==> src/hdl/dnws_pkg.sv <==
// ----------------------------------------------------------------------------
// dnws_pkg
// Shared types and constants of the directional nearest window selector:
// search directions, configuration register indexes and reset values.
// ----------------------------------------------------------------------------
`default_nettype none

package dnws_pkg;

  typedef enum logic [1:0] {
    DIR_DOWN  = 2'd0,
    DIR_LEFT  = 2'd1,
    DIR_RIGHT = 2'd2,
    DIR_UP    = 2'd3
  } dir_e;

  localparam int unsigned CFG_IDX_BITS = 3;

  typedef enum logic [CFG_IDX_BITS-1:0] {
    REG_DIRECTION     = 3'd0,
    REG_SOURCE_X      = 3'd1,
    REG_SOURCE_Y      = 3'd2,
    REG_SOURCE_WIDTH  = 3'd3,
    REG_SOURCE_HEIGHT = 3'd4,
    REG_SCREEN_WIDTH  = 3'd5,
    REG_SCREEN_HEIGHT = 3'd6,
    REG_UNUSED        = 3'd7
  } reg_idx_e;

  localparam int unsigned SCREEN_WIDTH_RST  = 1920;
  localparam int unsigned SCREEN_HEIGHT_RST = 1080;

endpackage

`default_nettype wire

==> src/hdl/dnws_cfg_if.sv <==
// ----------------------------------------------------------------------------
// dnws_cfg_if
// Configuration write channel: register index and write data.
// ----------------------------------------------------------------------------
`default_nettype none

interface dnws_cfg_if #(
  parameter int unsigned COORD_BITS = 16
);
  logic                             valid;
  logic                             ready;
  logic [dnws_pkg::CFG_IDX_BITS-1:0] reg_index;
  logic [COORD_BITS-1:0]            wdata;

  modport source (output valid, output reg_index, output wdata, input ready);
  modport sink   (input valid, input reg_index, input wdata, output ready);
endinterface

`default_nettype wire

==> src/hdl/dnws_win_if.sv <==
// ----------------------------------------------------------------------------
// dnws_win_if
// Candidate window channel: one rectangle with its flags per transaction.
// ----------------------------------------------------------------------------
`default_nettype none

interface dnws_win_if #(
  parameter int unsigned COORD_BITS = 16,
  parameter int unsigned ID_BITS    = 32
);
  logic                         valid;
  logic                         ready;
  logic [ID_BITS-1:0]           window_id;
  logic signed [COORD_BITS-1:0] window_x;
  logic signed [COORD_BITS-1:0] window_y;
  logic [COORD_BITS-2:0]        window_width;
  logic [COORD_BITS-2:0]        window_height;
  logic                         eligible;
  logic                         is_source;
  logic                         last;

  modport source (
    output valid, output window_id, output window_x, output window_y,
    output window_width, output window_height, output eligible,
    output is_source, output last, input ready
  );
  modport sink (
    input valid, input window_id, input window_x, input window_y,
    input window_width, input window_height, input eligible,
    input is_source, input last, output ready
  );
endinterface

`default_nettype wire

==> src/hdl/dnws_res_if.sv <==
// ----------------------------------------------------------------------------
// dnws_res_if
// Result channel: found flag and chosen window identifier.
// ----------------------------------------------------------------------------
`default_nettype none

interface dnws_res_if #(
  parameter int unsigned ID_BITS = 32
);
  logic               valid;
  logic               ready;
  logic               found;
  logic [ID_BITS-1:0] target_id;

  modport source (output valid, output found, output target_id, input ready);
  modport sink   (input valid, input found, input target_id, output ready);
endinterface

`default_nettype wire

==> src/hdl/directional_nearest_window_select.sv <==
// ----------------------------------------------------------------------------
// directional_nearest_window_select
// Picks the candidate window nearest to a source rectangle in one direction.
//
// Usage: program direction, source rectangle and screen size on cfg_i while
// the block is idle (cfg_i.ready is always high). Stream candidates on win_i;
// mark the final one of a search with last. On that transaction a single
// result leaves on res_o with found and target_id (0 when nothing was found),
// and the running choice is cleared for the next search. Other candidates
// produce no result.
// A last candidate is registered in the input stage, its result in the result
// register behind res_o.valid. Throughput: one candidate per cycle unless
// stalled, set by the input register feeding the single compare/update stage.
// Stall: the result register holds while res_o.ready is low; candidates keep
// flowing until a second last candidate reaches the update stage, which then
// holds and drops win_i.ready.
// Reset: configuration returns to direction down, source at origin with zero
// size, screen 1920 by 1080; the running choice and both stages are emptied.
// ----------------------------------------------------------------------------
`default_nettype none

module directional_nearest_window_select #(
  parameter int unsigned COORD_BITS = 16,
  parameter int unsigned ID_BITS    = 32
) (
  input  wire           clk_i,
  input  wire           rst_ni,
  dnws_cfg_if.sink      cfg_i,
  dnws_win_if.sink      win_i,
  dnws_res_if.source    res_o
);

  localparam int unsigned EW = COORD_BITS + 2;
  localparam int unsigned SW = COORD_BITS - 1;

  // configuration
  dnws_pkg::dir_e        dir_q;
  logic signed [COORD_BITS-1:0] src_x_q, src_y_q;
  logic [SW-1:0]         src_w_q, src_h_q, scr_w_q, scr_h_q;

  // input stage
  logic                  s1_valid_q;
  logic [ID_BITS-1:0]    s1_id_q;
  logic signed [COORD_BITS-1:0] s1_x_q, s1_y_q;
  logic [SW-1:0]         s1_w_q, s1_h_q;
  logic                  s1_elig_q, s1_src_q, s1_last_q;

  // running choice
  logic                  have_q, have_d;
  logic                  locked_q, locked_d;
  logic [ID_BITS-1:0]    best_id_q, best_id_d;
  logic signed [EW-1:0]  best_dist_q, best_dist_d;

  // result register
  logic                  out_valid_q, out_valid_d;
  logic                  found_q;
  logic [ID_BITS-1:0]    target_q;

  logic s1_adv, s1_report;

  logic signed [EW-1:0] wx, wy, ww, wh, sx0, sy0, sw, sh, scw, sch;
  logic signed [EW-1:0] cx, cy, scx, scy, delta;
  logic offscreen, lateral, consider, take_zero, take_pos;

  assign cfg_i.ready = 1'b1;

  always_ff @(posedge clk_i or negedge rst_ni) begin
    if (!rst_ni) begin
      dir_q   <= dnws_pkg::DIR_DOWN;
      src_x_q <= '0;
      src_y_q <= '0;
      src_w_q <= '0;
      src_h_q <= '0;
      scr_w_q <= SW'(dnws_pkg::SCREEN_WIDTH_RST);
      scr_h_q <= SW'(dnws_pkg::SCREEN_HEIGHT_RST);
    end else if (cfg_i.valid) begin
      unique case (dnws_pkg::reg_idx_e'(cfg_i.reg_index))
        dnws_pkg::REG_DIRECTION:     dir_q   <= dnws_pkg::dir_e'(cfg_i.wdata[1:0]);
        dnws_pkg::REG_SOURCE_X:      src_x_q <= cfg_i.wdata;
        dnws_pkg::REG_SOURCE_Y:      src_y_q <= cfg_i.wdata;
        dnws_pkg::REG_SOURCE_WIDTH:  src_w_q <= cfg_i.wdata[SW-1:0];
        dnws_pkg::REG_SOURCE_HEIGHT: src_h_q <= cfg_i.wdata[SW-1:0];
        dnws_pkg::REG_SCREEN_WIDTH:  scr_w_q <= cfg_i.wdata[SW-1:0];
        dnws_pkg::REG_SCREEN_HEIGHT: scr_h_q <= cfg_i.wdata[SW-1:0];
        default: ;
      endcase
    end
  end

  // advance the update stage unless a report would overwrite a waiting result
  assign s1_adv      = s1_valid_q && (!s1_last_q || !out_valid_q || res_o.ready);
  assign s1_report   = s1_adv && s1_last_q;
  assign win_i.ready = !s1_valid_q || s1_adv;

  always_ff @(posedge clk_i or negedge rst_ni) begin
    if (!rst_ni) begin
      s1_valid_q <= 1'b0;
    end else if (win_i.ready) begin
      s1_valid_q <= win_i.valid;
    end
  end

  always_ff @(posedge clk_i) begin
    if (win_i.valid && win_i.ready) begin
      s1_id_q   <= win_i.window_id;
      s1_x_q    <= win_i.window_x;
      s1_y_q    <= win_i.window_y;
      s1_w_q    <= win_i.window_width;
      s1_h_q    <= win_i.window_height;
      s1_elig_q <= win_i.eligible;
      s1_src_q  <= win_i.is_source;
      s1_last_q <= win_i.last;
    end
  end

  always_comb begin
    wx  = {{2{s1_x_q[COORD_BITS-1]}}, s1_x_q};
    wy  = {{2{s1_y_q[COORD_BITS-1]}}, s1_y_q};
    ww  = {3'b000, s1_w_q};
    wh  = {3'b000, s1_h_q};
    sx0 = {{2{src_x_q[COORD_BITS-1]}}, src_x_q};
    sy0 = {{2{src_y_q[COORD_BITS-1]}}, src_y_q};
    sw  = {3'b000, src_w_q};
    sh  = {3'b000, src_h_q};
    scw = {3'b000, scr_w_q};
    sch = {3'b000, scr_h_q};

    cx  = wx + {4'b0000, s1_w_q[SW-1:1]};
    cy  = wy + {4'b0000, s1_h_q[SW-1:1]};
    scx = sx0 + {4'b0000, src_w_q[SW-1:1]};
    scy = sy0 + {4'b0000, src_h_q[SW-1:1]};

    offscreen = (wx + ww <= 0) || (wy + wh <= 0) || (wx >= scw) || (wy >= sch);

    unique case (dir_q)
      dnws_pkg::DIR_DOWN: begin
        delta   = cy - scy;
        lateral = (cx >= sx0) && (cx <= sx0 + sw);
      end
      dnws_pkg::DIR_LEFT: begin
        delta   = scx - cx;
        lateral = (cy >= sy0) && (cy <= sy0 + sh);
      end
      dnws_pkg::DIR_RIGHT: begin
        delta   = cx - scx;
        lateral = (cy >= sy0) && (cy <= sy0 + sh);
      end
      default: begin
        delta   = scy - cy;
        lateral = (cx >= sx0) && (cx <= sx0 + sw);
      end
    endcase

    consider  = s1_adv && !s1_src_q && s1_elig_q && !offscreen && lateral;
    take_zero = consider && (delta == 0) && !have_q;
    take_pos  = consider && (delta > 0) && (!have_q || (!locked_q && delta < best_dist_q));

    have_d      = have_q || take_zero || take_pos;
    locked_d    = locked_q || take_zero;
    best_id_d   = (take_zero || take_pos) ? s1_id_q : best_id_q;
    best_dist_d = take_pos ? delta : best_dist_q;

    out_valid_d = s1_report ? 1'b1 : (res_o.ready ? 1'b0 : out_valid_q);
  end

  always_ff @(posedge clk_i or negedge rst_ni) begin
    if (!rst_ni) begin
      have_q      <= 1'b0;
      locked_q    <= 1'b0;
      out_valid_q <= 1'b0;
    end else begin
      have_q      <= s1_report ? 1'b0 : have_d;
      locked_q    <= s1_report ? 1'b0 : locked_d;
      out_valid_q <= out_valid_d;
    end
  end

  always_ff @(posedge clk_i) begin
    best_id_q   <= best_id_d;
    best_dist_q <= best_dist_d;
    if (s1_report) begin
      found_q  <= have_d;
      target_q <= have_d ? best_id_d : '0;
    end
  end

  assign res_o.valid     = out_valid_q;
  assign res_o.found     = found_q;
  assign res_o.target_id = target_q;

  a_locked_has_target : assert property (@(posedge clk_i) disable iff (!rst_ni)
    locked_q |-> have_q) else $error("locked choice without target");

  a_clear_after_report : assert property (@(posedge clk_i) disable iff (!rst_ni)
    s1_report |=> (!have_q && !locked_q)) else $error("choice not cleared");

  a_result_from_last : assert property (@(posedge clk_i) disable iff (!rst_ni)
    (out_valid_q && !$past(out_valid_q)) |-> $past(s1_report))
    else $error("result without last candidate");

  a_zero_id_when_none : assert property (@(posedge clk_i) disable iff (!rst_ni)
    (out_valid_q && !found_q) |-> (target_q == '0)) else $error("nonzero id");

  a_hold_on_blocked : assert property (@(posedge clk_i) disable iff (!rst_ni)
    (s1_valid_q && s1_last_q && out_valid_q && !res_o.ready) |-> !win_i.ready)
    else $error("accepted while report blocked");

endmodule

`default_nettype wire

==> src/flat_wrapper.sv <==
// flat-port wrapper written by rule: the top's interface ports become plain ports
module directional_nearest_window_select_flat 
#(
  parameter int unsigned COORD_BITS = 16,
  parameter int unsigned ID_BITS    = 32
)
  (clk_i, rst_ni, cfg_i_valid, cfg_i_reg_index, cfg_i_wdata, cfg_i_ready, win_i_valid, win_i_window_id, win_i_window_x, win_i_window_y, win_i_window_width, win_i_window_height, win_i_eligible, win_i_is_source, win_i_last, win_i_ready, res_o_valid, res_o_found, res_o_target_id, res_o_ready);
  dnws_cfg_if #(.COORD_BITS(COORD_BITS)) cfg_i_i ();
  dnws_win_if #(.COORD_BITS(COORD_BITS), .ID_BITS(ID_BITS)) win_i_i ();
  dnws_res_if #(.ID_BITS(ID_BITS)) res_o_i ();
  input  wire clk_i;
  input  wire rst_ni;
  input wire logic [$bits(cfg_i_i.valid)-1:0] cfg_i_valid;
  input wire logic [$bits(cfg_i_i.reg_index)-1:0] cfg_i_reg_index;
  input wire logic [$bits(cfg_i_i.wdata)-1:0] cfg_i_wdata;
  output wire logic [$bits(cfg_i_i.ready)-1:0] cfg_i_ready;
  input wire logic [$bits(win_i_i.valid)-1:0] win_i_valid;
  input wire logic [$bits(win_i_i.window_id)-1:0] win_i_window_id;
  input wire logic [$bits(win_i_i.window_x)-1:0] win_i_window_x;
  input wire logic [$bits(win_i_i.window_y)-1:0] win_i_window_y;
  input wire logic [$bits(win_i_i.window_width)-1:0] win_i_window_width;
  input wire logic [$bits(win_i_i.window_height)-1:0] win_i_window_height;
  input wire logic [$bits(win_i_i.eligible)-1:0] win_i_eligible;
  input wire logic [$bits(win_i_i.is_source)-1:0] win_i_is_source;
  input wire logic [$bits(win_i_i.last)-1:0] win_i_last;
  output wire logic [$bits(win_i_i.ready)-1:0] win_i_ready;
  output wire logic [$bits(res_o_i.valid)-1:0] res_o_valid;
  output wire logic [$bits(res_o_i.found)-1:0] res_o_found;
  output wire logic [$bits(res_o_i.target_id)-1:0] res_o_target_id;
  input wire logic [$bits(res_o_i.ready)-1:0] res_o_ready;
  assign cfg_i_i.valid = cfg_i_valid;
  assign cfg_i_i.reg_index = cfg_i_reg_index;
  assign cfg_i_i.wdata = cfg_i_wdata;
  assign cfg_i_ready = cfg_i_i.ready;
  assign win_i_i.valid = win_i_valid;
  assign win_i_i.window_id = win_i_window_id;
  assign win_i_i.window_x = win_i_window_x;
  assign win_i_i.window_y = win_i_window_y;
  assign win_i_i.window_width = win_i_window_width;
  assign win_i_i.window_height = win_i_window_height;
  assign win_i_i.eligible = win_i_eligible;
  assign win_i_i.is_source = win_i_is_source;
  assign win_i_i.last = win_i_last;
  assign win_i_ready = win_i_i.ready;
  assign res_o_valid = res_o_i.valid;
  assign res_o_found = res_o_i.found;
  assign res_o_target_id = res_o_i.target_id;
  assign res_o_i.ready = res_o_ready;
  directional_nearest_window_select #(.COORD_BITS(COORD_BITS), .ID_BITS(ID_BITS)) u_core (.clk_i(clk_i), .rst_ni(rst_ni), .cfg_i(cfg_i_i), .win_i(win_i_i), .res_o(res_o_i));
endmodule
==> config.mk <==
export PLATFORM = sky130hd
export DESIGN_NAME = directional_nearest_window_select_flat
export DESIGN_NICKNAME = d
export VERILOG_FILES = /design/src/hdl/dnws_pkg.sv /design/src/hdl/dnws_cfg_if.sv /design/src/hdl/dnws_win_if.sv /design/src/hdl/dnws_res_if.sv /design/src/hdl/directional_nearest_window_select.sv /design/src/flat_wrapper.sv
export SDC_FILE = /design/constraint.sdc
export NUM_CORES = 1
export LEC_CHECK = 0
export ABC_AREA = 1
export BUFFER_PORTS_ARGS = -buffer_cell sky130_fd_sc_hd__buf_4
export CELL_PAD_IN_SITES_DETAIL_PLACEMENT = 0
export CELL_PAD_IN_SITES_GLOBAL_PLACEMENT = 2
export CORE_AREA = 2 2 276 278
export DETAILED_ROUTE_END_ITERATION = 7
export DIE_AREA = 0 0 278 280
export GPL_TIMING_DRIVEN = 0
export PLACE_DENSITY = 0.66
export RECOVER_POWER = 50
export SLEW_MARGIN = 20
export SYNTH_ARGS = -nofsm -noshare
export SYNTH_HDL_FRONTEND = slang
export SYNTH_SLANG_ARGS = --single-unit
==> constraint.sdc <==
create_clock -name clk_i -period 9 [get_ports clk_i]
set_input_delay 0.9 -clock clk_i [delete_from_list [all_inputs] [get_ports clk_i]]
set_output_delay 0.9 -clock clk_i [all_outputs]
set_load 0.02 [all_outputs]
* After elaboration in Yosys (flattened, before gate mapping)
Cells that the tools add are included.
** Storage, ports and cells
- Memory bits (read-only) :: 0
- Flip-flop bits (word level) :: 278
- Word-level logic and storage cells :: 104
- Bits in latches :: 0
- Input port bits :: 121
- Output and inout bits :: 36
- Memories :: 0
- RAM bits :: 0
** Operators by class
- Bitwise gates (word level) :: 0
- Reduce and logical (&&, ||, !) cells :: 44
- Equality and inequality tests :: 8
- Shift operators :: 0
- $mul :: 0
- Muxes and demuxes :: 7
- Divide/modulo/power cells :: 0
- Add/sub/neg operators :: 12
- Order comparisons :: 10
** Operators with widths (count)
- subtractor 17 x 17 -> 18 bit :: 4
- adder 16 x 15 -> 17 bit :: 4
- adder 16 x 16 -> 17 bit :: 4
- <= comparator 32 x 1 -> 1 bit, second input constant :: 2
- one-hot mux 18 bit (3 select lines) :: 1
- greater-or-equal comparator 17 x 16 -> 1 bit :: 2
- <= comparator 17 bit :: 2
- greater-or-equal comparator 16 bit :: 2
- zero test 32 bit :: 1
- 2-to-1 mux 32 bit :: 1
- greater-than comparator 18 x 1 -> 1 bit, second input constant :: 1
- < comparator 18 bit :: 1
- logical AND 1 bit :: 14
- AND reduction 2 bit :: 7
- logical OR 1 bit :: 11
- equality test 3 bit, second input constant :: 3
- zero test 1 bit :: 7
- equality test 3 x 2 -> 1 bit, second input constant :: 2
- 2-to-1 mux 1 bit :: 5
- equality test 3 x 1 -> 1 bit, second input constant :: 1
- zero test 3 bit :: 1
- equality test 2 x 1 -> 1 bit, second input constant :: 1
- equality test 2 bit, second input constant :: 1
- zero test 2 bit :: 1
- 2 further kinds :: 2

* Logic depth before layout (Yosys ltp)
- Word-level depth :: 13
- Depth in mapped cells :: 52
- Mapped depth without buffers :: 50

* Worst setup path before layout
No wires, ideal clock.
- Path kind :: register to register
- Start point :: register u_core.s1_h_q[1]
- End point :: register u_core.best_dist_q[0], enable pin
- Stages on the path, launching flop included :: 46
- Library setup time :: 392 ps
- Buffers on the path :: 1
- Arrival time :: 6596 ps
- Setup slack :: 2012 ps
- Period minus slack after synthesis :: 6988 ps
- Required time :: 8608 ps
- Cells stage by stage :: edfxtp_1 > ha_1 > fa_1 > nand3_1 > nand2_1 > a21oi_1 > o21bai_1 > a21oi_1 > inv_1 > a21oi_1 > nor2_1 > o21ai_0 > nand2_1 > nand3_1 > nand2_1 > nand2_1 > inv_1 > o21ai_0 > [... 10 more ...] > o21ai_0 > nand2_1 > a31oi_1 > nand3_1 > nand2_2 > inv_1 > ha_1 > nand2_1 > inv_1 > nand3_1 > nor3_1 > nand2_1 > o211ai_1 > xor2_1 > nand2_1 > nand2_1 > nand3_1 > nor2_1
** On the way
- Elaborated cells on any way between the ends :: 22
- Those cells by class :: add/sub: 4; order compare: 5; mux: 2; reduce/logical: 11
** RTL lines
- start, declared :: line directional_nearest_window_select.sv:45 : logic [SW-1:0] s1_w_q, s1_h_q;
- start signal, assigned :: line directional_nearest_window_select.sv:109 : s1_h_q <= win_i.window_height;
- adder 16 x 15 -> 17 bit * :: line directional_nearest_window_select.sv:129 : cy = wy + {4'b0000, s1_h_q[SW-1:1]};
- subtractor 17 x 17 -> 18 bit (on tied branches) :: line directional_nearest_window_select.sv:149, directional_nearest_window_select.sv:137
- one-hot mux 18 bit (3 select lines) * :: line directional_nearest_window_select.sv:135 : unique case (dir_q)
- net u_core.delta[17] :: line directional_nearest_window_select.sv:62 : logic signed [EW-1:0] cx, cy, scx, scy, delta;
- < comparator 18 bit :: line directional_nearest_window_select.sv:156 : take_pos = consider && (delta > 0) && (!have_q || (!locked_q && delta < best_dist_q));
- logical AND 1 bit :: line directional_nearest_window_select.sv:156
- logical OR 1 bit :: line directional_nearest_window_select.sv:156
- logical AND 1 bit * :: line directional_nearest_window_select.sv:156
- net u_core.take_pos :: line directional_nearest_window_select.sv:63 : logic offscreen, lateral, consider, take_zero, take_pos;
- end signal, assigned :: line directional_nearest_window_select.sv:180 : best_dist_q <= best_dist_d;
- end, declared :: line directional_nearest_window_select.sv:52 : logic signed [EW-1:0] best_dist_q, best_dist_d;
The timed path passes the listed nets; every way through them passes the cells marked *.
A chain may end at the register's enable or synchronous reset.

* Worst setup path after layout
- Start point :: register u_core.s1_w_q[1]
- End point :: register u_core.target_q[12], in the netlist u_core.res_o.target_id[12] (data pin)
** On the way
- Elaborated cells on any way between the ends :: 29
- Those cells by class :: add/sub: 4; order compare: 5; mux: 3; reduce/logical: 17
** RTL lines
- start, declared :: line directional_nearest_window_select.sv:45
- start signal, assigned :: line directional_nearest_window_select.sv:108 : s1_w_q <= win_i.window_width;
- adder 16 x 15 -> 17 bit * :: line directional_nearest_window_select.sv:128 : cx = wx + {4'b0000, s1_w_q[SW-1:1]};
- subtractor 17 x 17 -> 18 bit (on tied branches) :: line directional_nearest_window_select.sv:145, directional_nearest_window_select.sv:141
- one-hot mux 18 bit (3 select lines) * :: line directional_nearest_window_select.sv:135
- net u_core.delta[17] :: line directional_nearest_window_select.sv:62
- < comparator 18 bit :: line directional_nearest_window_select.sv:156
- logical AND 1 bit :: line directional_nearest_window_select.sv:156
- logical OR 1 bit :: line directional_nearest_window_select.sv:156
- logical AND 1 bit :: line directional_nearest_window_select.sv:156
- logical OR 1 bit :: line directional_nearest_window_select.sv:160 : best_id_d = (take_zero || take_pos) ? s1_id_q : best_id_q;
- 2-to-1 mux 32 bit :: line directional_nearest_window_select.sv:160
- end signal, assigned :: line directional_nearest_window_select.sv:183 : target_q <= have_d ? best_id_d : '0;
- end, declared :: line directional_nearest_window_select.sv:57 : logic [ID_BITS-1:0] target_q;
Marked as above.

==> summary.md <==
| Metric | Value |
|---|---|
| Number of synthesized register bits | `between 200 and 300` |
| Final setup violation count | `0` |
| First-pass GRT wire length | `approximately 110000 microns` |
| IO buf count | `155` |
| Leakage | `between 10 and 15 nW` |
| Setup crit start kind | `register` |
| EDFF count, synth | `148` |
| Dpl hpwl | `58900 microns` |
| Syn nets | `3308` |
| Final setup margin | `roughly 830 ps` |
| Final-report hold violation count | `0` |
| Synth unique cells | `59` |
| Max Root-Sink Buffers | `3` |
| Initial antenna violation count | `0` |
| ANT nets after route | `0` |
| Top Ports | `around 160` |
| M1 GR Usage | `approximately a quarter` |
| DIE AREA | `77800 sq um` |
| WP data arrival | `between 8000 and 9000 ps` |
| Actual slew at the worst max-slew pin | `5690 ps` |
| N_diodes | `0` |
| Syn avg cell area | `approximately 7.7 sq um` |
| DR DRC count | `0` |
| Count leader, synth | `nand2_1` |
| Core outline area | `around 75000 sq um` |
| Met2 Use GR | `a little under a third` |
| Fmax | `122 MHz` |
| CTS tree | `done` |
| Setup bufs post-CTS | `0` |
| Launch point of the worst reg-to-reg path | `u_core.s1_w_q[1]` |
| DR vias/cell | `4.70` |
| Unrepaired setup endpoints after global routing | `no` |
| Initial core utilization | `between 20% and 30%` |
| Share of cells above drive strength 1 | `about a tenth` |
| Vias in the first global route | `slightly below 20000` |
| Worst Clk Skew | `28.9 ps` |
| Die Wd | `between 200 and 300 microns` |
| Drt initial violations | `slightly below 800` |
| Status | `finished with violations` |
| CTS sink cnt | `around 280` |
| Hold Path Origin | `u_core.scr_w_q[14]` |
| Final worst path period need | `about 8200 ps` |
| GRT Overall Usage | `between 10% and 20%` |
| Total number of vias | `about 19000` |
| Top_reg_cell synth | `edfxtp_1` |
| CTS H-tree lvls | `2` |
| GP Congestion | `between 0.8 and 0.9` |
| Syn Std Cell Area | `approximately 22000 sq um` |
| Worst min path class | `reg2reg` |
| Crit path top cell by count | `nand2_1` |
| Most Crowded Layer GR | `met2` |
| Crit share post-route | `approximately nine tenths` |
| Dpl ws | `489 ps` |
| Pin count of the biggest net entering global routing | `99` |
| Slew Viols, Final | `99` |
| Post-synth top area share | `between 10% and 20%` |
| Reg clk slew, reported paths | `around 60 ps` |
| Total power | `0.00702 W` |
| Detailed Route WL | `about 70000 microns` |
| Wire per inst | `17.2 microns` |
| P&R area growth vs syn | `16.4%` |
| Root buffer cell | `clkbuf_16` |
| Row cnt | `a little over 100` |
| Post-synth top cells | `605 x nand2_1, 521 x inv_1, 299 x ha_1` |
| Setup slack, reg-to-reg | `between 800 and 900 ps` |
| Worst hold path depth | `2` |
| Crit path max-delay cell type | `xor2_1` |
| FF-to-FF path depth | `44` |
| Worst EP required | `roughly 9300 ps` |
| Dominant cells by area after synthesis | `edfxtp_1 20%, ha_1 17%, nand2_1 10%` |
| Reg-to-Reg End | `u_core.res_o.target_id[12]` |
| Yosys Warn Count | `0` |
| Router iterations before antenna repair | `6` |
| Final #Nets | `around 3500` |
| Failing checks | `max-capacitance violations, max-slew violations` |
| Max cap viols | `1` |
| Worst Setup End Kind | `register` |
| Post-synth ARST share | `35.3%` |
| CP max stage delay | `between 500 and 600 ps` |
| Worst setup path category | `reg2reg` |
| Worst ir drop on vdd | `0.000139 V` |
| Seq/Total Area, Yosys | `33.9%` |
| Die height | `between 200 and 300 microns` |
| Clock Latency Late Sink | `roughly 560 ps` |
| Cells after Synth | `2876` |
| PD cells | `about 270 nW/um^2` |
| Total global routing overflow | `0` |
| Hold Path End | `u_core.scr_w_q[14]` |
| Crit Path Max Fanout | `10` |
| Yosys top cell by area | `edfxtp_1` |
| Max-slew headroom | `-279%` |
| Num CTS Buffers | `36` |
| Met3 GRT Util | `between 1.5 and 2%` |
state kept, by name, indices dropped and copies added, names as in the netlist, 2 cells and up:
signal and cells:
u_core.best_dist_q 18, u_core.best_id_q 32, u_core.dir_q 2, u_core.res_o.target_id 32, u_core.s1_h_q 15, u_core.s1_id_q 32, u_core.s1_w_q 15, u_core.s1_x_q 16
u_core.s1_y_q 16, u_core.scr_h_q 15, u_core.scr_w_q 15, u_core.src_h_q 15, u_core.src_w_q 15, u_core.src_x_q 16, u_core.src_y_q 16
layer usage:
| metal | vias to the layer above | wire, microns | share of wire, % |
|---|---|---|---|
| li1 | 9845 | - | - |
| met3 | 69 | 1930 | 2.7 |
| met4 | 0 | 1360 | 1.9 |
| met5 | - | 0 | 0 |
| met1 | 8966 | 34500 | 49 |
| met2 | 263 | 32400 | 46 |
power by group:
part / internal, W / switching, W
Sequential: 0.00156 / 0.000144
Combinational: 0.00134 / 0.00251
Clock: 0.000876 / 0.000592
critical path, delay by kind of cell, from the launching register on:
family	cells	cell delay [ps]
AO/OA/AOI/OAI	14	2650
flip-flops	1	440
buffers and inverters	6	640
XOR/XNOR	2	790
AND/OR/NAND/NOR	18	1910
adder cells (fa/ha/maj)	4	1430
kinds of logic after synthesis:
group | share of synthesized area, %
DFF | 33.9
other | 0.0168
xor gates and xnor gates | 4.05
AOI/OAI and AO/OA | 13.1
and+or+nand+nor | 20.9
adders and majority gates | 17.9
buffers and inverters | 10.1
layout make-up:
type / instances / area (sq um)
well taps: 978 / 1220
plain buffers: 51 / 258
flip-flops and latches: 278 / 7550
clock inverters: 17 / 205
clock buffers: 49 / 1000
inverters: 529 / 1990
fillers: 7968 / 49300
repair buffers: 158 / 1220
multi-input cells: 2016 / 12500
layout by cell type, fill, tap and decap left out, drive strengths merged, types with 4 or more instances in the layout:
| cell | count |
|---|---|
| o21ai | 195 |
| buf | 81 |
| clkbuf | 177 |
| dfxtp | 32 |
| dfstp | 8 |
| a21o | 10 |
| clkinv | 8 |
| nand3 | 177 |
| nand4 | 39 |
| a21oi | 228 |
| nor4 | 5 |
| nand2 | 627 |
| nor2 | 179 |
| inv | 530 |
| nor3 | 25 |
| o31ai | 4 |
| nand3b | 11 |
| ha | 299 |
| xnor2 | 24 |
| edfxtp | 148 |
| o211ai | 5 |
| nor3b | 4 |
| fa | 12 |
| a211oi | 6 |
| clkinvlp | 5 |
| a31oi | 11 |
| o2111ai | 4 |
| dfrtp | 90 |
| a21boi | 10 |
| o21a | 7 |
| o21bai | 36 |
| xor2 | 79 |
| or2 | 6 |
what timing repair did:
action / in CTS / in global routing
setup endpoints to repair: 0 / 76
hold buffers: 0 / 0
resized for setup: 0 / 2
through the flow:
step	hold WS [ps]	cell area, sq um	util [%]	instances	TNS [ps]
final	487	25900	34.5	4076	0
after floorplan	453	22300	-	2876	0
after global placement	472	24600	32.8	4009	-1770
after detailed placement	475	24700	32.9	4012	0
after CTS	456	25900	34.5	4078	0
after global routing	496	25900	34.5	4076	0
worst max path at each step:
stage	start	to	depth (start not counted)
after global placement	u_core.s1_h_q[1]	u_core.best_dist_q[0]	45
after global routing	u_core.s1_h_q[1]	u_core.res_o.target_id[12]	48
final	u_core.s1_w_q[1]	u_core.res_o.target_id[12]	44
after CTS	u_core.s1_h_q[1]	u_core.res_o.target_id[19]	49
after floorplan	u_core.s1_h_q[1]	u_core.best_dist_q[0]	45
after detailed placement	u_core.s1_h_q[1]	u_core.res_o.target_id[16]	49
Power figures use the tool's default switching activity.
